==> src/design/pcip_pkg.sv <==
package pcip_pkg;

    localparam int QUEUE_DEPTH = 4;
    localparam int QPTR_W      = $clog2(QUEUE_DEPTH);
    localparam int QCNT_W      = $clog2(QUEUE_DEPTH + 1);

    localparam int ESTIMATE_W  = 64;
    localparam int PROD_W      = 48;

    localparam logic CMD_LOAD  = 1'b0;
    localparam logic CMD_ACC   = 1'b1;

    // one classified transaction as it waits between front and back
    typedef struct packed {
        logic        is_acc;
        logic [7:0]  addr;      // table index for a load, masked delta otherwise
        logic [15:0] value;
        logic [15:0] lhs_radius;
        logic [15:0] rhs_radius;
        logic        last;
    } t_q_item;

endpackage

==> src/design/pcip_queue.sv <==
module pcip_queue (
    input  logic              i_clk,
    input  logic              i_rst_n,
    input  logic              i_push,
    input  pcip_pkg::t_q_item i_item,
    input  logic              i_pop,
    output logic              o_full,
    output logic              o_empty,
    output pcip_pkg::t_q_item o_item
);
    import pcip_pkg::*;

    t_q_item            r_mem [QUEUE_DEPTH];
    logic [QPTR_W-1:0]  r_wr_ptr;
    logic [QPTR_W-1:0]  r_rd_ptr;
    logic [QCNT_W-1:0]  r_count;

    always_ff @(posedge i_clk) begin
        if (i_push) begin
            r_mem[r_wr_ptr] <= i_item;
        end
    end

    always_ff @(posedge i_clk) begin
        if (!i_rst_n) begin
            r_wr_ptr <= '0;
            r_rd_ptr <= '0;
            r_count  <= '0;
        end else begin
            if (i_push) begin
                r_wr_ptr <= r_wr_ptr + 1'b1;
            end
            if (i_pop) begin
                r_rd_ptr <= r_rd_ptr + 1'b1;
            end
            if (i_push && !i_pop) begin
                r_count <= r_count + 1'b1;
            end else if (!i_push && i_pop) begin
                r_count <= r_count - 1'b1;
            end
        end
    end

    assign o_full  = (r_count == QCNT_W'(QUEUE_DEPTH));
    assign o_empty = (r_count == '0);
    assign o_item  = r_mem[r_rd_ptr];

    a_no_overflow: assert property (@(posedge i_clk) disable iff (!i_rst_n)
        !(i_push && !i_pop && r_count == QCNT_W'(QUEUE_DEPTH)))
        else $error("queue written while full");

    a_no_underflow: assert property (@(posedge i_clk) disable iff (!i_rst_n)
        i_pop |-> r_count != '0)
        else $error("queue read while empty");

endmodule

==> config.mk <==
export PLATFORM = sky130hd
export DESIGN_NAME = pcip_queue
export DESIGN_NICKNAME = d
export VERILOG_FILES = /design/src/design/pcip_pkg.sv /design/src/design/pcip_queue.sv
export SDC_FILE = /design/constraint.sdc
export NUM_CORES = 1
export LEC_CHECK = 0
export BUFFER_PORTS_ARGS = -buffer_cell sky130_fd_sc_hd__buf_4
export CAP_MARGIN = 40
export CORE_MARGIN = 2
export CORE_UTILIZATION = 35
export CTS_BUF_LIST = sky130_fd_sc_hd__clkbuf_2 sky130_fd_sc_hd__clkbuf_4 sky130_fd_sc_hd__clkbuf_8
export CTS_CLUSTER_SIZE = 25
export DETAILED_ROUTE_END_ITERATION = 10
export HOLD_SLACK_MARGIN = 0.15
export PLACE_DENSITY_LB_ADDON = 0.1
export SLEW_MARGIN = 20
export SYNTH_ARGS = -nofsm -noshare
export SYNTH_HDL_FRONTEND = slang
export SYNTH_SLANG_ARGS = --single-unit
==> constraint.sdc <==
create_clock -name i_clk -period 2.1 [get_ports i_clk]
set_input_delay 0.105 -clock i_clk [delete_from_list [all_inputs] [get_ports i_clk]]
set_output_delay 0.105 -clock i_clk [all_outputs]
set_load 0.03 [all_outputs]
# [Yosys cells after proc, flatten, opt, wreduce, memory -nomap -nowiden]
# Memory sizes are Yosys's and may differ from the RTL's. A register that Yosys moved wholly into a read port is not among the register bits.
# Index checks and enable logic that the tools add are counted.
[word_totals] regBits=7 ramBits=232 input_bits=62 output_inout_bits=60 word_cells=21 mem_count=1
[op_classes] n_addsub=4 n_eq_ne=1 mux=6 reduce_logical=6
[memory_table] name="r_mem" words=4 word_bits=58 rd=1 rd_clocked_by_memory_dff=1 wr=1 line_no="pcip_queue.sv:13" rtl="t_q_item r_mem [QUEUE_DEPTH];"
[ops] operator="3-bit 2-to-1 mux" n=2
[ops] operator="2-bit by 1-bit adder with 2-bit output (second input constant)" n=2
[ops] operator="2-bit 2-to-1 mux" n=2
[ops] operator="3-bit by 1-bit adder with 3-bit output (second input constant)" n=1
[ops] operator="3-bit == test (second input constant)" n=1
[ops] operator="3-bit zero test" n=1
[ops] operator="3-bit by 1-bit subtractor with 3-bit output (second input constant)" n=1
[ops] operator="1-bit logical AND" n=2
[ops] operator="1-bit zero test" n=2
[ops] operator="1-bit 2-to-1 mux" n=2
[ops] operator="2-bit nonzero test" n=1

# [Logic depth before layout (Yosys ltp)]
# Gate-level depths: netlist of the first run.
[logic_depth] word_depth=4 depth_mapped=7 mapped_depth_nobuf=7

# [Least setup slack after synthesis of the first run]
# Ideal clock, no wire load.
[synth_timing] path_kind="register to register" start="reg r_wr_ptr[0]" end="mem r_mem[2][0] in the netlist's numbering (enable)" setup_ps=422 arrival_time_ps=1912 t_required_ps=1678 path_slack_ps=-234 path_stages_with_launch=4 path_buffers=0 synth_period_minus_slack_ps=2334 cell_sequence="dfxtp_1 -> inv_1 -> ha_1 -> and2_1"
[synth_lines] item="from (decl)" line_no="pcip_queue.sv:14" rtl="logic [QPTR_W-1:0] r_wr_ptr;"
[synth_lines] item="from (signal assigned)" line_no="pcip_queue.sv:31" rtl="r_wr_ptr <= r_wr_ptr + 1'b1;"
[synth_lines] item="to (decl)" line_no="pcip_queue.sv:13"
# Straight into the memory's write port.

==> run_results.csv, run 1 <==
group,metric,value,unit
power_and_ir_drop,power_density,946,mW/mm^2
setup_path,r2r_start,"r_wr_ptr[0]",
die,fp.dieW,163,um
grt,grt_use_total,13.4,%
grt,grt_use_met3,3.34,%
die,core,0.0250,mm^2
sta,post-route-min-period,2.06,ns
grt,grt_pass1_vias,4786,
final_layout,drive_gt1_share,42.6,%
sta,skew,0.0133,ns
setup_path,start_kind,"register",
final_layout,area_growth,34.1,%
logic_synthesis,syn_nets,414,
placed_design,dp_hpwl,10100,um
flow_run,maxCapViolCount,0,
sta,setup_ws,0.0407,ns
setup_path,worstPathRequired,2.00,ns
sta,maxSlewHeadroom,72.2,%
clocking,post_cts_buffers,0,
hold_path,hold_path_class,"in2reg",
setup_path,r2r_end,"r_mem[3][51]",
logic_synthesis,synth-seq-cells,241,
routing,wl,17100,um
sta,final_max_slew_viol_count,0,
setup_path,reg2reg_depth,3,
clocking,cts_made_buffers,42,
power_and_ir_drop,ir_drop,0.500,mV
logic_synthesis,avgSynthCellArea,25.5,um^2
routing,route.detailed.drc,0,
sta,holdWs,0.329,ns
placed_design,place_ws,0.482,ns
clocking,clockBufferDepth,3,
clocking,cts-root-buf,"clkbuf_8",
setup_path,critPathMaxFanout,34,
sta,rsz0062_at_grt,"true",
routing,drt_iter0_drc,213,
routing,drt_pass1_iterations,4,
grt,grt_first_pass_wirelength,26600,um
routing,ant_nets,0,
setup_path,crit_type,"reg2out",
placed_design,placedCellCount,799,
hold_path,whs_endpoint,"r_mem[3][37]",
logic_synthesis,syn-cell-area,0.00884,mm^2
grt,grt_max_degree,45,
die,initial_core_util,35.4,%
die,die_area,0.0265,mm^2
die,die_h,163,um
final_layout,layoutNonFillerInstCount,936,
setup_path,critPathCaptureType,"primary output",
logic_synthesis,synthCells,346,
setup_path,r2r_setup_slack,0.53,ns
clocking,cts_num_sinks,241,
sta,setup_viol,0,
logic_synthesis,yosysSeqAreaShare,80.9,%
routing,viasPerCell,4.57,
run_status,status,"completed",
sta,hold_viol_final,0,
routing,num_vias,4280,
placed_design,gp_congestion,0.702,
grt,grtUsageMet1,17.4,%
clocking,clkLatencyLatePin,0.52,ns
grt,grt_overflow,0,
die,rows,58,
sta,post-route-period-util,98.1,%
routing,wl_per_cell,18.3,um
power_and_ir_drop,leakage,4.07,nW
final_layout,n_fill_cell,2146,
hold_path,hold_start,"i_item[37]",
grt,antenna_found_initial,0,
clocking,cts.reportedPaths.clkPinSlew,0.05,ns
hold_path,min_path_cells,2,
clocking,cts_tree,"done",
final_layout,final_nets,643,
grt,busiest_layer,"met2",
grt,use_met2,22.0,%
final_layout,multi_input_area,0.00157,mm^2
setup_path,crit_arrival,1.95,ns
clocking,cts_max_level,2,
final_layout,ff_latch_area,0.00715,mm^2
sta,worstMarginPinSlew,0.417,ns
final_layout,antenna_cells,0,
logic_synthesis,synth.yosys.warnings,0,
sta,timing.fmax,486,MHz
placed_design,io_buffers,121,
logic_synthesis,synth.distinct_cells,22,
die,io_pins,122,
synthesized netlist by cell type:
| master | number | area, um^2 |
|---|---|---|
| and2_1 | 9 | 56.3 |
| inv_1 | 4 | 15.0 |
| nand2_1 | 1 | 3.75 |
| nor2b_1 | 2 | 12.5 |
| ha_1 | 5 | 62.6 |
| dfxtp_1 | 9 | 180 |
| buf_6 | 1 | 11.3 |
| buf_1 | 3 | 11.3 |
| xor2_1 | 3 | 26.3 |
| mux4_2 | 58 | 1310 |
| nor3_1 | 1 | 5.00 |
| edfxtp_1 | 232 | 6970 |
| mux2i_1 | 2 | 20.0 |
| a21boi_0 | 1 | 7.51 |
| buf_12 | 3 | 60.1 |
| buf_2 | 3 | 15.0 |
| nor3b_1 | 1 | 7.51 |
| fa_1 | 1 | 20.0 |
| or3_1 | 1 | 6.26 |
| xnor2_1 | 2 | 17.5 |
| buf_4 | 3 | 22.5 |
| o21ai_0 | 1 | 5.00 |
cell families after synthesis:
group	count (synthesis)	share of synthesized area [%]
flops	241	80.9
mux	60	15.0
buf+inv	17	1.53
simple gates	15	1.03
fa+ha+maj	6	0.934
xor+xnor	5	0.496
compound gates	2	0.142
layer usage:
layer  vias up  wire length [um]
met5         -                 0
met3        34               912
met2       125              8140
met4         0               366
li1       1932                 -
met1      2189              7720
power by group:
group	switching (mW)	internal, mW
Combinational	0.879	0.791
Sequential	0.0734	5.52
Clock	1.74	2.21
placed cells by master (no fill, tap or decap), types with 3 or more instances in the layout:
cell	synthesis	routed
clkinv_1	0	17
and2_1	9	5
clkbuf_4	0	11
clkbuf_8	0	43
buf_4	3	91
inv_1	4	4
buf_6	1	34
dlygate4sd3_1	0	62
and2_4	0	4
buf_12	3	10
xor2_1	3	3
mux4_2	58	58
ha_1	5	5
edfxtp_1	232	232
dfxtp_1	9	7
sequential cells by signal (all words and copies together) (netlist names), named ones only:
signal,count
r_count,3
r_mem,232
r_rd_ptr,2
r_wr_ptr,2
worst max-delay path, stage by stage, from the launching register on:
cell and delay (ns):
dfxtp_4 0.38, buf_16 0.28, mux4_2 0.60, buf_6 0.17
how the worst max path moves through the flow:
stage,to
detailed placement,r_count[2]
global route,o_item[48]
global placement,o_item[26]
floorplan,r_mem[2][0]
finish,o_item[48]
CTS,o_item[48]
repair_timing:
action	CTS	global route
gates resized for setup	27	8
hold endpoints to repair	241	0
setup endpoints to repair	32	38
hold buffers	62	0
cell type report:
cell class,instances,share of cell area (%)
Sequential cell,241,60.4
Inverter,4,0.127
Multi-Input combinational cell,88,13.2
Clock buffer,54,5.69
Tap cell,330,3.48
Clock inverter,21,0.940
Timing Repair Buffer,198,16.2
metrics by stage:
step                power (mW)  TNS [ns]  area [um^2]  util (%)
floorplan                 6.60         0         8840         -
global placement          7.20         0        10300      41.3
detailed placement        7.22         0        10300      41.3
CTS                       11.4    -0.147        11800      47.3
global route              11.7    -0.891        11800      47.5
finish                    11.2         0        11800      47.5
No activity file was read; power rests on OpenSTA's default activity.
==> inputs of run 2 (changes only) <==
Settings changed: BUFFER_PORTS_ARGS -buffer_cell sky130_fd_sc_hd__buf_4 to -buffer_cell sky130_fd_sc_hd__buf_2, CTS_BUF_LIST sky130_fd_sc_hd__clkbuf_2 sky130_fd_sc_hd__clkbuf_4 sky130_fd_sc_hd__clkbuf_8 to sky130_fd_sc_hd__clkbuf_4 sky130_fd_sc_hd__clkbuf_8.
==> run 2 against run 1 <==
  * Clock skew up 0.0071 ns
  * Non-clock buffer count up 1
  * Sequential power is essentially flat
  * First-iteration DRC count shrank 34%
  * Critical path depth up 1
  * Count of clock-buffer cells in the layout rose by 6
  * Final cell count fell by 0.32%
  * Setup slack improved by 0.033 ns
  * Via count up 0.82%
  * Combinational power shrank 8%
  * Die area unchanged
  * Cell area decreased by 3.1%
==> run_results.csv, run 2 (same netlist as run 1, synthesis figures left out) <==
group,metric,value,unit
final_layout,largest_reg_flops,232,
setup_path,r2r_setup_slack,0.60,ns
sta,hold_viol_final,0,
final_layout,final_nets,643,
routing,drt_pass1_iterations,4,
routing,num_vias,4315,
routing,wl,17600,um
hold_path,min_path_cells,2,
routing,viasPerCell,4.62,
sta,maxSlewHeadroom,73.7,%
power_and_ir_drop,power_density,955,mW/mm^2
sta,skew,0.0205,ns
final_layout,top_register,"r_mem",
placed_design,gp_congestion,0.640,
clocking,cts_num_sinks,241,
sta,final_max_slew_viol_count,0,
placed_design,dp_hpwl,9690,um
setup_path,r2r_start,"r_count[0]",
flow_run,maxCapViolCount,0,
setup_path,critPathMaxFanout,14,
sta,timing.fmax,494,MHz
sta,holdWs,0.333,ns
placed_design,place_ws,0.359,ns
setup_path,critPathCaptureType,"primary output",
final_layout,biggestRegsByFlops,"r_mem (232), r_count (3)",
hold_path,whs_endpoint,"r_mem[1][8]",
grt,grt_use_total,13.5,%
grt,grt_max_degree,59,
clocking,cts.reportedPaths.clkPinSlew,0.06,ns
sta,setup_viol,0,
routing,route.detailed.drc,0,
die,io_pins,122,
die,rows,58,
sta,rsz0062_at_grt,"true",
power_and_ir_drop,switchingPower,2.65,mW
final_layout,drive_gt1_share,43.8,%
sta,post-route-period-util,96.5,%
grt,grt_first_pass_wirelength,26600,um
power_and_ir_drop,seq_power_share,50.9,%
hold_path,hold_path_class,"in2reg",
power_and_ir_drop,leakage,3.96,nW
power_and_ir_drop,combPwrFrac,14.0,%
setup_path,worstPathRequired,2.00,ns
clocking,cts_tree,"done",
power_and_ir_drop,p_clk_share,35.1,%
grt,grt_overflow,0,
grt,grt_pass1_vias,4734,
sta,worstMarginPinSlew,0.395,ns
power_and_ir_drop,ir_drop,0.591,mV
final_layout,area_growth,30.0,%
run_status,status,"completed",
clocking,cts-root-buf,"clkbuf_8",
power_and_ir_drop,intPower,8.32,mW
placed_design,io_buffers,121,
power_and_ir_drop,p_total,11.0,mW
clocking,clkLatencyLatePin,0.52,ns
clocking,cts_made_buffers,41,
die,initial_core_util,35.4,%
routing,drt_iter0_drc,140,
clocking,clockBufferDepth,3,
sta,fin_tns_setup,0,ns
routing,ant_nets,0,
routing,wl_per_cell,18.9,um
clocking,cts_max_level,2,
setup_path,r2r_end,"r_count[2]",
final_layout,finish.utilization,46.0,%
die,die_area,0.0265,mm^2
final_layout,layout_commonest_cell,"edfxtp_1",
setup_path,reg2reg_depth,4,
die,fp.dieW,163,um
grt,antenna_found_initial,0,
power_and_ir_drop,p_sw_share,24.1,%
die,die_h,163,um
final_layout,antenna_cells,0,
setup_path,crit_type,"reg2out",
final_layout,mostFrequentLayoutCells,"edfxtp_1, buf_2, dlygate4sd3_1",
die,core,0.0250,mm^2
setup_path,start_kind,"register",
sta,setup_ws,0.0741,ns
sta,post-route-min-period,2.03,ns
setup_path,crit_arrival,1.92,ns
hold_path,hold_start,"i_item[8]",
-- run 2: area by class of cell --
type / count / area, um^2
Clock buffer: 60 / 707
Clock inverter: 11 / 43.8
Fill cell: 2203 / 13500
Inverter: 4 / 15.0
Multi-Input combinational cell: 88 / 1570
Sequential cell: 241 / 7150
Tap cell: 330 / 413
Timing Repair Buffer: 199 / 1590
-- run 2: what timing repair did --
action | 4_1_cts | 5_1_grt
cloned | 1 | 1
setup buffers | 2 | 1
setup endpoints to repair | 49 | 29
gates resized for setup | 31 | 2
hold buffers | 61 | 0
pin swaps | 0 | 0
hold endpoints to repair | 241 | 0
-- run 2: routing by layer --
layer | vias up | wire length [um] | track usage, %
met5 | - | 0 | 0
met4 | 0 | 392 | 4.91
met3 | 33 | 1090 | 3.92
met2 | 121 | 8470 | 21.8
met1 | 2226 | 7690 | 17.4
li1 | 1935 | - | -
-- run 2: worst max-delay path by stage --
stage / startpoint / endpoint / cells after the start
after global routing: register / o_item[9] / 4
after detailed placement: register / o_item[11] / 3
after global placement: register / o_item[11] / 3
after CTS: register / o_item[13] / 3
final: register / o_item[13] / 4
after floorplan: r_wr_ptr[0] / r_mem[2][0] / 3
-- run 2: critical path, cell delays in order (launching register included) --
cell,delay [ns]
dfxtp_4,0.40
buf_12,0.12
buf_16,0.17
mux4_2,0.52
buf_2,0.20
-- run 2: power groups by stage --
stage	sequential, mW	clock, mW	combinational, mW
global route	5.60	4.21	1.65
detailed placement	5.69	0	1.36
finish	5.58	3.85	1.54
global placement	5.68	0	1.35
CTS	5.59	4.02	1.56
floorplan	5.67	0	0.930
-- run 2: through the flow --
step | cells | cell area [um^2]
final | 933 | 11500
after global routing | 933 | 11500
after CTS | 931 | 11400
after detailed placement | 796 | 9930
after global placement | 796 | 9930
after floorplan | 346 | 8840
