**src/design/pcip_pkg.sv**
```systemverilog
package pcip_pkg;

    localparam int QUEUE_DEPTH = 4;
    localparam int QPTR_W      = $clog2(QUEUE_DEPTH);
    localparam int QCNT_W      = $clog2(QUEUE_DEPTH + 1);

    localparam int ESTIMATE_W  = 64;
    localparam int PROD_W      = 48;

    localparam logic CMD_LOAD  = 1'b0;
    localparam logic CMD_ACC   = 1'b1;

    // one classified transaction as it waits between front and back
    typedef struct packed {
        logic        is_acc;
        logic [7:0]  addr;      // table index for a load, masked delta otherwise
        logic [15:0] value;
        logic [15:0] lhs_radius;
        logic [15:0] rhs_radius;
        logic        last;
    } t_q_item;

endpackage

```
**src/design/pcip_front.sv**
```systemverilog
module pcip_front (
    input  logic               i_clk,
    input  logic               i_rst_n,
    input  logic               i_cfg_we,
    input  logic [7:0]         i_cfg_wdata,
    input  logic               i_in_valid,
    output logic               o_in_stall,
    input  logic               i_command,
    input  logic [7:0]         i_table_index,
    input  logic signed [15:0] i_table_value,
    input  logic [15:0]        i_lhs_radius,
    input  logic [15:0]        i_rhs_radius,
    input  logic [7:0]         i_lhs_angle,
    input  logic [7:0]         i_rhs_angle,
    input  logic               i_last_pair,
    input  logic               i_q_full,
    output logic               o_q_push,
    output pcip_pkg::t_q_item  o_q_item
);
    import pcip_pkg::*;

    logic [7:0] r_mask;
    logic [7:0] delta;

    always_ff @(posedge i_clk) begin
        if (!i_rst_n) begin
            r_mask <= 8'hFF;
        end else if (i_cfg_we) begin
            r_mask <= i_cfg_wdata;
        end
    end

    // difference wraps modulo 256 by width
    assign delta = (i_lhs_angle - i_rhs_angle) & r_mask;

    always_comb begin
        o_q_item.is_acc     = (i_command == CMD_ACC);
        o_q_item.addr       = (i_command == CMD_ACC) ? delta : i_table_index;
        o_q_item.value      = i_table_value;
        o_q_item.lhs_radius = i_lhs_radius;
        o_q_item.rhs_radius = i_rhs_radius;
        o_q_item.last       = (i_command == CMD_ACC) && i_last_pair;
    end

    assign o_in_stall = i_q_full;
    assign o_q_push   = i_in_valid && !i_q_full;

endmodule

```
**config.mk**
```make
export PLATFORM = sky130hd
export DESIGN_NAME = pcip_front
export DESIGN_NICKNAME = d
export VERILOG_FILES = /design/src/design/pcip_pkg.sv /design/src/design/pcip_front.sv
export SDC_FILE = /design/constraint.sdc
export NUM_CORES = 1
export LEC_CHECK = 0
export BUFFER_PORTS_ARGS = -buffer_cell sky130_fd_sc_hd__clkbuf_2
export CAP_MARGIN = 20
export CORE_MARGIN = 4
export CORE_UTILIZATION = 32
export DETAILED_ROUTE_END_ITERATION = 8
export PLACE_DENSITY = 0.85
export SLEW_MARGIN = 30
export SYNTH_ARGS = -nofsm -noshare
export SYNTH_HDL_FRONTEND = slang
export SYNTH_SLANG_ARGS = --single-unit
```
**constraint.sdc**
```tcl
create_clock -name i_clk -period 2.4 [get_ports i_clk]
set_clock_uncertainty 0.1 [all_clocks]
set_input_delay 0.36 -clock i_clk [delete_from_list [all_inputs] [get_ports i_clk]]
set_output_delay 0.36 -clock i_clk [all_outputs]
set_load 0.005 [all_outputs]
```
# Word level (Yosys, flattened, before mapping)

Cells that the tools add are included.

Bits in registers: 8
Latch bits: 0
RAM bits: 0
Bits in read-only memories: 0
Input bits: 87
Output and inout bits: 60
Memories: 0

Add/sub/neg operators: 1
Multipliers: 0
Divide/modulo/power cells: 0
$lt $le $gt $ge: 0
Equality and inequality tests: 0
Shift-type cells: 0
Muxes and demuxes: 1
Bitwise logic cells: 1
Reductions and logical operators: 3

Operator list:

| operator          | number |
|---|---|
| $and 8x8->8       | 1 |
| $mux 8            | 1 |
| $sub 8x8->8       | 1 |
| $logic_and 1x1->1 | 2 |
| $logic_not 1->1   | 1 |

# Longest topological paths before layout

Gate-level depths: netlist of run 1.

Depth after elaboration: 3
Mapped depth: 9
Mapped depth without buffers: 9

# Least setup slack after synthesis of run 1

No wires, ideal clock.

Kind: input-to-output
From: in i_rhs_angle[1]
To: out o_q_item[54] in the netlist's numbering
Arrival time: 1.745 ns
Required time: 1.940 ns
Path slack: 0.195 ns
Stages on the path: 7
Path buffers: 0
Path through: inv_1 -> ha_1 -> nor2b_4 -> o31a_1 -> o21a_1 -> or3_1 -> a41o_1

RTL lines:

| element            | RTL line         | RTL |
|---|---|---|
| start: declaration | pcip_front.sv:14 | `input logic [7:0] i_rhs_angle,` |
| end: declaration   | pcip_front.sv:18 | `output pcip_pkg::t_q_item o_q_item` |

==> out/results.ini, run 1 <==
[floorplanning]
core_sq_um=3340
initial_utilization_pct=33.1
row_count=21
die_area_sq_um=4460
io_pins=147
die_w_microns=66.8
die_h_microns=66.8

[logic_synthesis]
yosysSeqAreaShare_pct=14.5
avgSynthCellArea_sq_um=7.68
yosys_warnings=0
yosysUniqueCellTypes=28
ys_seq_elements=8
synthCells=144
syn-num-nets=240
netlist_area_sq_um=1110

[timing]
final-setup-viol-count=1
whs_ps=220
setup_tns_ps=-18.9
tightest_slew_ps=339
timing.slew.headroom_pct=77.4
hold_viol=0
rsz0062_at_grt=yes
max_clock_freq_mhz=413
drv_slew=0
finalCritPeriodShare_pct=101
timing.final.ws_setup_ps=-18.9
fin_crit_ps=2420

[power_and_ir_drop]
power.share.sequential_pct=32.7
p_leak_nw=0.640
pwr-share-clk_pct=22.9
p_per_area_nw_per_um2=380
power_frac_comb_pct=44.4
ir_drop_v=0.000204
switchingPower_uw=138
p_int_uw=307
netSwitchingFraction_pct=31.0

[setup_path]
cp-end-kind=output pin
critical_path.slowest_cell=o31a_1
crit_chain=clkbuf_8 > ha_4 > nor2b_4 > o31a_1 > o21a_1 > or3_1 > a41o_1 > clkbuf_2
path_class=input port to output pin
cp_max_fo=3
worstPathRequired_ps=1940
critical_path_arrival_ps=1960
max_stage_delay_ps=340
worst_setup_path_start_kind=input port

[layout]
largest_reg_flops=8
antenna_cells=0
drive_above_1_share_pct=47.3
syn_to_final_growth_pct=5.88
largest-register=r_mask
nNetsFinal=248
reg_top3=r_mask: 8 flops
final_cells=196

[grt]
grt_pass1_vias=838
gr-total-overflow=0
grt_util_all_layers_pct=10.9
antenna_found_initial=0
grt_max_degree=19
grt_pass1_wl_mm=3.73

[routing]
via_count=878
first_pass_iters=4
routed_wl_mm=2.43
via_per_inst=4.48
ant_nets=0
wl_per_cell_microns=12.4
drc_errors=0
drt_iter0_markers=11

[clock_tree]
clockBufferDepth=2
cts.sinks=8
clk_latency_ps=250
cts-htree-levels=1
cts_buffers=3
cts_tree=done
ctsHoldBuffers=0
clk_pin_slew_worst_paths_ps=50
root_buffer=clkbuf_4

[place]
dp_cells=191
io_buffers=50
post-place-ws_ps=-94.1
place_congestion=0.676
hpwl_mm=2.06

[job]
maxCapViolations=0

[run_status]
violations=setup timing
outcome=complete, but fails checks

[worst_hold_path]
hold_class=input port to flip-flop

==> per-layer routing <==
layer  track usage [%]  part of all wire, %
met3              5.06                   13
met5                 0                    0
met2              19.2                   47
met1              11.3                   36
met4              3.55                  3.0
==> cell usage in the layout (no fill, tap or decap), drive strengths merged <==
| cell | instances |
|---|---|
| a211oi | 1 |
| a21o | 1 |
| a21oi | 3 |
| a221oi | 1 |
| a41o | 1 |
| and2 | 1 |
| and3 | 1 |
| buf | 10 |
| clkbuf | 50 |
| dfxtp | 8 |
| fa | 1 |
| ha | 8 |
| inv | 15 |
| mux2i | 8 |
| nand2 | 12 |
| nand3 | 4 |
| nor2 | 1 |
| nor2b | 3 |
| o21a | 2 |
| o21ai | 7 |
| o21bai | 2 |
| o22ai | 3 |
| o31a | 1 |
| or3 | 1 |
| xnor2 | 3 |
| xor2 | 2 |
==> final cells by class <==
cell class,instances,area [sq um]
fillers,372,2170
multi-input cells,67,554
repair buffers,57,318
flip-flops and latches,8,160
inverters,15,58.8
well taps,46,57.6
clock buffers,3,22.5
==> cells in the mapped netlist <==
master | count | area, sq um
xnor2_1 | 3 | 26.3
nor2_1 | 1 | 3.75
o21bai_1 | 2 | 15.0
or3_1 | 1 | 6.26
o21a_1 | 2 | 15.0
nor2b_1 | 2 | 12.5
a211oi_1 | 1 | 7.51
dfxtp_1 | 8 | 160
xor2_1 | 2 | 17.5
ha_1 | 8 | 100
nor2b_4 | 1 | 13.8
buf_1 | 1 | 3.75
o22ai_1 | 3 | 18.8
fa_1 | 1 | 20.0
nand2_1 | 12 | 45.0
nand3_1 | 4 | 20.0
mux2i_1 | 8 | 80.1
and2_1 | 1 | 6.26
clkbuf_1 | 3 | 11.3
inv_1 | 15 | 56.3
a21o_1 | 1 | 7.51
and3_1 | 1 | 6.26
buf_4 | 50 | 375
o21ai_0 | 7 | 35.0
a221oi_1 | 1 | 8.76
a21oi_1 | 3 | 15.0
o31a_1 | 1 | 8.76
a41o_1 | 1 | 10.0
==> path summary, 6_finish.rpt <==
check / from / cells past startpoint / slack [ps] / endpoint
worst max-delay path: i_lhs_angle[1] / 8 / -20 / o_q_item[54]
worst min register to register: r_mask[7]$_SDFFE_PN1P_ / 2 / 380 / r_mask[7]$_SDFFE_PN1P_
worst max register to register: r_mask[5]$_SDFFE_PN1P_ / 2 / 1670 / r_mask[5]$_SDFFE_PN1P_
worst min-delay path: i_cfg_wdata[0] / 3 / 220 / r_mask[0]$_SDFFE_PN1P_
==> power by group through the flow <==
stage	clock network, mW	logic, mW	registers (mW)
global route	0.118	0.225	0.146
global placement	0	0.179	0.149
finish	0.102	0.198	0.146
floorplan	0	0.171	0.147
CTS	0.107	0.191	0.146
detailed placement	0	0.182	0.149
==> what timing repair did <==
action / CTS / global route
pin swaps: 1 / 9
resized for setup: 6 / 11
buffers inserted: 0 / 2
endpoints found under the setup margin: 2 / 3
==> through the flow <==
stage                     utilization (%)  cell area [sq um]  total power [mW]
after floorplan                         -               1110             0.318
after global routing                 35.1               1170             0.490
after CTS                            33.6               1120             0.444
final                                35.1               1170             0.445
after global placement               31.8               1060             0.328
after detailed placement             31.8               1060             0.331
==> critical path: cells and delay by family <==
family          cells  cell delay [ps]
compound gates      3              720
simple gates        2              430
buf+inv             2              230
fa+ha+maj           1              220
==> kinds of logic (layout without fill, tap and decap cells) <==
kind of cell | Yosys count | after routing | synth area share, %
flip-flops | 8 | 8 | 14.5
AND/OR/NAND/NOR | 23 | 23 | 10.3
AO/OA/AOI/OAI | 22 | 22 | 12.8
multiplexers | 8 | 8 | 7.24
buffers and inverters | 69 | 75 | 40.4
adder cells (fa/ha/maj) | 9 | 9 | 10.9
XOR/XNOR | 5 | 5 | 3.96
Power figures use the tool's default switching activity.
==> run 2, diff against run 1 <==
--- a/config.mk
+++ b/config.mk
@@ -9,6 +9,7 @@
 export CAP_MARGIN = 20
 export CORE_MARGIN = 4
 export CORE_UTILIZATION = 32
+export CTS_BUF_LIST = sky130_fd_sc_hd__clkbuf_8
 export DETAILED_ROUTE_END_ITERATION = 8
 export PLACE_DENSITY = 0.85
 export SLEW_MARGIN = 30
==> out/results.ini, run 2 (synthesized netlist as in run 1, its figures left out) <==
[setup_path]
max_stage_delay_ps=340  ; about the same
crit_chain=clkbuf_8 > ha_4 > nor2b_4 > o31a_1 > o21a_1 > or3_1 > a41o_1 > clkbuf_2  ; unchanged
path_delay_family=compound AO/OA/AOI/OAI gates  ; unchanged
critical_path_arrival_ps=1960  ; about the same
worstPathRequired_ps=1940  ; about the same
path_class=input port to output pin  ; unchanged
cp-end-kind=output pin  ; unchanged
worst_setup_path_start_kind=input port  ; unchanged
crit_buf_inv=2  ; unchanged
critical_path.slowest_cell=o31a_1  ; unchanged
cp_max_fo=3  ; unchanged

[timing]
tightest_slew_ps=336  ; was 339 ps
finalCritPeriodShare_pct=101  ; about the same
final-setup-viol-count=1  ; unchanged
fin_crit_ps=2420  ; about the same
whs_ps=249  ; was 220 ps
max_clock_freq_mhz=413  ; about the same
drv_slew=0  ; unchanged
hold_viol=0  ; unchanged
timing.slew.headroom_pct=77.6  ; was 77.4%
rsz0062_at_grt=yes  ; unchanged
timing.final.ws_setup_ps=-18.9  ; about the same
setup_tns_ps=-18.9  ; about the same

[grt]
antenna_found_initial=0  ; unchanged
gr-total-overflow=0  ; unchanged
grt_pass1_wl_mm=3.74  ; was 3.73 mm
grt_max_degree=19  ; unchanged
grt_pass1_vias=837  ; was 838
grt_util_all_layers_pct=11.1  ; was 10.9%

[clock_tree]
clockBufferDepth=2  ; unchanged
cts_buffers=3  ; unchanged
cts_tree=done  ; unchanged
clk_latency_ps=230  ; was 250 ps
clk_pin_slew_worst_paths_ps=40  ; was 50 ps
cts.sinks=8  ; unchanged
cts-htree-levels=1  ; unchanged
ctsHoldBuffers=0  ; unchanged
root_buffer=clkbuf_8  ; was clkbuf_4

[layout]
nNetsFinal=248  ; unchanged
final_area_sq_um=1190  ; was 1170 sq um
layout_common_cells=clkbuf_2 (46), inv_1 (12), nand2_1 (12), mux2i_1 (8), dfxtp_1 (8)  ; unchanged
largest_reg_flops=8  ; unchanged
largest-register=r_mask  ; unchanged
antenna_cells=0  ; unchanged
final_common_cell=clkbuf_2  ; unchanged
reg_top3=r_mask: 8 flops  ; unchanged
syn_to_final_growth_pct=7.58  ; was 5.88%
drive_above_1_share_pct=47.3  ; unchanged

[job]
maxCapViolations=0  ; unchanged

[place]
placed_area_sq_um=1060  ; unchanged
io_buffers=50  ; unchanged
hpwl_mm=2.06  ; unchanged
place_congestion=0.676  ; unchanged

[routing]
via_count=884  ; was 878
drt_iter0_markers=12  ; was 11
routed_wl_mm=2.45  ; was 2.43 mm
first_pass_iters=4  ; unchanged
via_per_inst=4.51  ; was 4.48
drc_errors=0  ; unchanged
wl_per_cell_microns=12.5  ; was 12.4 microns
ant_nets=0  ; unchanged

[power_and_ir_drop]
ir_drop_v=0.000237  ; was 0.000204 V
p_per_area_nw_per_um2=424  ; was 380 nW/um^2
power.total_uw=504  ; was 445 uW
p_leak_nw=0.648  ; was 0.640 nW

[floorplanning]
die_h_microns=66.8  ; unchanged
row_count=21  ; unchanged
die_w_microns=66.8  ; unchanged
core_sq_um=3340  ; unchanged
die_area_sq_um=4460  ; unchanged
initial_utilization_pct=33.1  ; unchanged
io_pins=147  ; unchanged

[run_status]
violations=setup timing  ; unchanged
outcome=complete, but fails checks  ; unchanged

[worst_hold_path]
hold_class=input port to flip-flop  ; unchanged

run 2: cell count changes in the layout (fill, tap and decap cells not counted):
cell      before  now
clkbuf_8       1    4
clkbuf_4       3    0
run 2: final timing paths:
path	to	cells past startpoint	from	slack, ps
hold reg to reg	r_mask[3]$_SDFFE_PN1P_	2	r_mask[3]$_SDFFE_PN1P_	370
hold / removal	r_mask[0]$_SDFFE_PN1P_	3	i_cfg_wdata[0]	250
setup / recovery	o_q_item[54]	8	i_lhs_angle[1]	-20
setup reg to reg	r_mask[5]$_SDFFE_PN1P_	2	r_mask[5]$_SDFFE_PN1P_	1670
run 2: cell type report:
cell class                      count  area (sq um)
Clock buffer                        3          41.3
Fill cell                         369          2150
Inverter                           15          58.8
Multi-Input combinational cell     67           554
Sequential cell                     8           160
Tap cell                           46          57.6
Timing Repair Buffer               57           318
run 2: per-stage QoR:
stage	utilization, %	instances	setup WS [ps]
floorplan	-	144	195
global placement	31.8	191	-71.1
detailed placement	31.8	191	-94.1
CTS	34.2	194	-53.0
global route	35.7	196	-93.8
finish	35.7	196	-18.9
run 2: report_power, final:
group          internal (mW)  total, mW  switching (mW)  leakage [nW]
sequential             0.142      0.146         0.00458        0.0663
clock                  0.109      0.160          0.0516        0.0216
combinational          0.109      0.198          0.0885         0.560
total                  0.359      0.504           0.145         0.648
run 2: worst register-to-register path, cell delays in order, from the launching register on:
cell and delay [ps]:
dfxtp_1 320, mux2i_1 120, nand2_1 70
run 2: timing repair:
action	4_1_cts	5_1_grt
buffers inserted	0	2
setup endpoints to repair	2	3
resized for setup	6	11
pin swaps	1	9
run 2: metal layers:
layer | share of wire, % | track usage [%] | vias up
li1 | - | - | 429
met1 | 36 | 11.2 | 388
met2 | 48 | 19.2 | 55
met3 | 13 | 5.56 | 12
met4 | 2.9 | 4.31 | 0
met5 | 0 | 0 | -
==> run 3, diff against run 2 <==
--- a/config.mk
+++ b/config.mk
@@ -7,11 +7,13 @@
 export LEC_CHECK = 0
 export BUFFER_PORTS_ARGS = -buffer_cell sky130_fd_sc_hd__clkbuf_2
 export CAP_MARGIN = 20
+export CELL_PAD_IN_SITES_DETAIL_PLACEMENT = 1
+export CELL_PAD_IN_SITES_GLOBAL_PLACEMENT = 2
 export CORE_MARGIN = 4
-export CORE_UTILIZATION = 32
+export CORE_UTILIZATION = 14
 export CTS_BUF_LIST = sky130_fd_sc_hd__clkbuf_8
 export DETAILED_ROUTE_END_ITERATION = 8
-export PLACE_DENSITY = 0.85
+export PLACE_DENSITY = 0.86
 export SLEW_MARGIN = 30
 export SYNTH_ARGS = -nofsm -noshare
 export SYNTH_HDL_FRONTEND = slang
==> out/results.ini, run 3 (synthesized netlist as in run 1, its figures left out) <==
[run_status]
outcome=complete, no violations  ; was complete, but fails checks

[floorplanning]
io_pins=147  ; unchanged
die_h_microns=96.9  ; was 66.8 microns
row_count=32  ; was 21
initial_utilization_pct=14.4  ; was 33.1%
die_area_sq_um=9390  ; was 4460 sq um
die_w_microns=96.9  ; was 66.8 microns
core_sq_um=7690  ; was 3340 sq um

[setup_path]
worstPathRequired_ps=1940  ; about the same
cp-end-kind=output pin  ; unchanged
r2r_setup_slack_ps=1650  ; was 1670 ps
critical_path_arrival_ps=1920  ; was 1960 ps
r2r_cells=2  ; unchanged
worst_setup_path_start_kind=input port  ; unchanged
r2r_end=r_mask[5]$_SDFFE_PN1P_  ; unchanged
path_class=input port to output pin  ; unchanged
cp_max_fo=3  ; unchanged
reg2reg_from=r_mask[5]$_SDFFE_PN1P_  ; unchanged

[grt]
grt_pass1_wl_mm=4.65  ; was 3.74 mm
gr-total-overflow=0  ; unchanged
grt_max_degree=19  ; unchanged
grt_pass1_vias=956  ; was 837
grt_util_all_layers_pct=6.14  ; was 11.1%
antenna_found_initial=0  ; unchanged

[routing]
first_pass_iters=2  ; was 4
wl_per_cell_microns=11.7  ; was 12.5 microns
routed_wl_mm=2.94  ; was 2.45 mm
drt_iter0_markers=12  ; unchanged
drc_errors=0  ; unchanged
via_count=875  ; was 884
via_per_inst=3.47  ; was 4.51
ant_nets=0  ; unchanged

[layout]
drive_above_1_share_pct=47.3  ; unchanged
layout_common_cells=clkbuf_2 (45), inv_1 (12), nand2_1 (12), mux2i_1 (8), dfxtp_1 (8)  ; was clkbuf_2 (46), inv_1 (12), nand2_1 (12), mux2i_1 (8), dfxtp_1 (8)
final_util_pct=16.5  ; was 35.7%
final_area_sq_um=1270  ; was 1190 sq um
fill_cells=949  ; was 369
nNetsFinal=248  ; unchanged
antenna_cells=0  ; unchanged
reg_top3=r_mask: 8 flops  ; unchanged
largest-register=r_mask  ; unchanged
final_common_cell=clkbuf_2  ; unchanged
largest_reg_flops=8  ; unchanged
syn_to_final_growth_pct=14.8  ; was 7.58%

[worst_hold_path]
holdPathEnd=r_mask[2]$_SDFFE_PN1P_  ; was r_mask[0]$_SDFFE_PN1P_
hold_class=input port to flip-flop  ; unchanged
worstHoldStart=i_cfg_wdata[2]  ; was i_cfg_wdata[0]
holdPathStages=3  ; unchanged

[place]
io_buffers=50  ; unchanged
placed_area_sq_um=1130  ; was 1060 sq um
hpwl_mm=2.52  ; was 2.06 mm
place_congestion=0.669  ; was 0.676

[clock_tree]
clockBufferDepth=2  ; unchanged
cts_buffers=3  ; unchanged
cts_tree=done  ; unchanged
cts.sinks=8  ; unchanged
root_buffer=clkbuf_8  ; unchanged
clk_latency_ps=220  ; was 230 ps
cts-htree-levels=1  ; unchanged
clk_pin_slew_worst_paths_ps=40  ; about the same

[timing]
max_clock_freq_mhz=420  ; was 413 MHz
rsz0062_at_grt=yes  ; unchanged
fin_crit_ps=2380  ; was 2420 ps
tightest_slew_ps=355  ; was 336 ps
timing.slew.headroom_pct=76.4  ; was 77.6%
finalCritPeriodShare_pct=99.2  ; was 101%
hold_viol=0  ; unchanged
drv_slew=0  ; unchanged
final-setup-viol-count=0  ; was 1

[power_and_ir_drop]
p_leak_nw=0.650  ; was 0.648 nW
p_per_area_nw_per_um2=403  ; was 424 nW/um^2
ir_drop_v=0.000148  ; was 0.000237 V

[job]
maxCapViolations=0  ; unchanged

run 3: changes by cell type in the layout (fill, tap and decap cells not counted), sizes merged:
cell,delta
buf,+2
clkbuf,-2
run 3: final cells by class:
type                    count  area, sq um  area share, %
well taps                 102          128           10.0
flip-flops and latches      8          160           12.6
clock buffers               3         41.3           3.25
multi-input cells          67          554           43.6
inverters                  15         61.3           4.83
repair buffers             57          325           25.6
run 3: timing repair:
action	4_1_cts	5_1_grt
endpoints found under the hold margin	0	0
setup buffers	2	0
resized for setup	9	12
pin swaps	7	6
gates cloned	0	0
endpoints found under the setup margin	4	4
hold buffers	0	0
run 3: power breakdown:
| group | leakage (nW) | internal, mW | switching [mW] |
|---|---|---|---|
| Sequential | 0.0663 | 0.142 | 0.00505 |
| Clock | 0.0216 | 0.109 | 0.0517 |
| Combinational | 0.562 | 0.110 | 0.0937 |
run 3: worst max-delay path by stage:
stage / to / depth (start not counted) / start
6_report: o_q_item[54] / 9 / i_rhs_angle[1]
3_3_place_gp: o_q_item[55] / 11 / i_lhs_angle[0]
2_1_floorplan: o_q_item[54] / 7 / i_rhs_angle[1]
4_1_cts: o_q_item[54] / 9 / i_rhs_angle[1]
3_5_place_dp: o_q_item[55] / 11 / i_lhs_angle[0]
5_1_grt: o_q_item[55] / 11 / i_lhs_angle[0]
run 3: stage by stage:
| step | total power [mW] | instances | TNS [ps] | worst slack, ps | hold slack, ps |
|---|---|---|---|---|---|
| CTS | 0.519 | 252 | -65.5 | -44.9 | 247 |
| global route | 0.560 | 252 | -89.8 | -59.9 | 261 |
| finish | 0.511 | 252 | 0 | 20.0 | 254 |
| detailed placement | 0.336 | 247 | -330 | -133 | 377 |
| floorplan | 0.318 | 144 | 0 | 195 | 341 |
| global placement | 0.330 | 247 | -236 | -142 | 359 |
run 3: critical path, stage by stage:
cell,delay (ps)
buf_6,100
inv_4,50
ha_4,180
nor2b_4,120
o31a_1,300
o21a_1,200
or3_1,310
a41o_1,190
clkbuf_2,110
run 3: per-layer routing:
metal,up-vias,global-route usage (%),wire (microns)
met2,44,10.1,1410
met5,-,0,0
met3,4,2.38,279
met1,398,7.23,1210
li1,429,-,-
met4,0,2.27,39
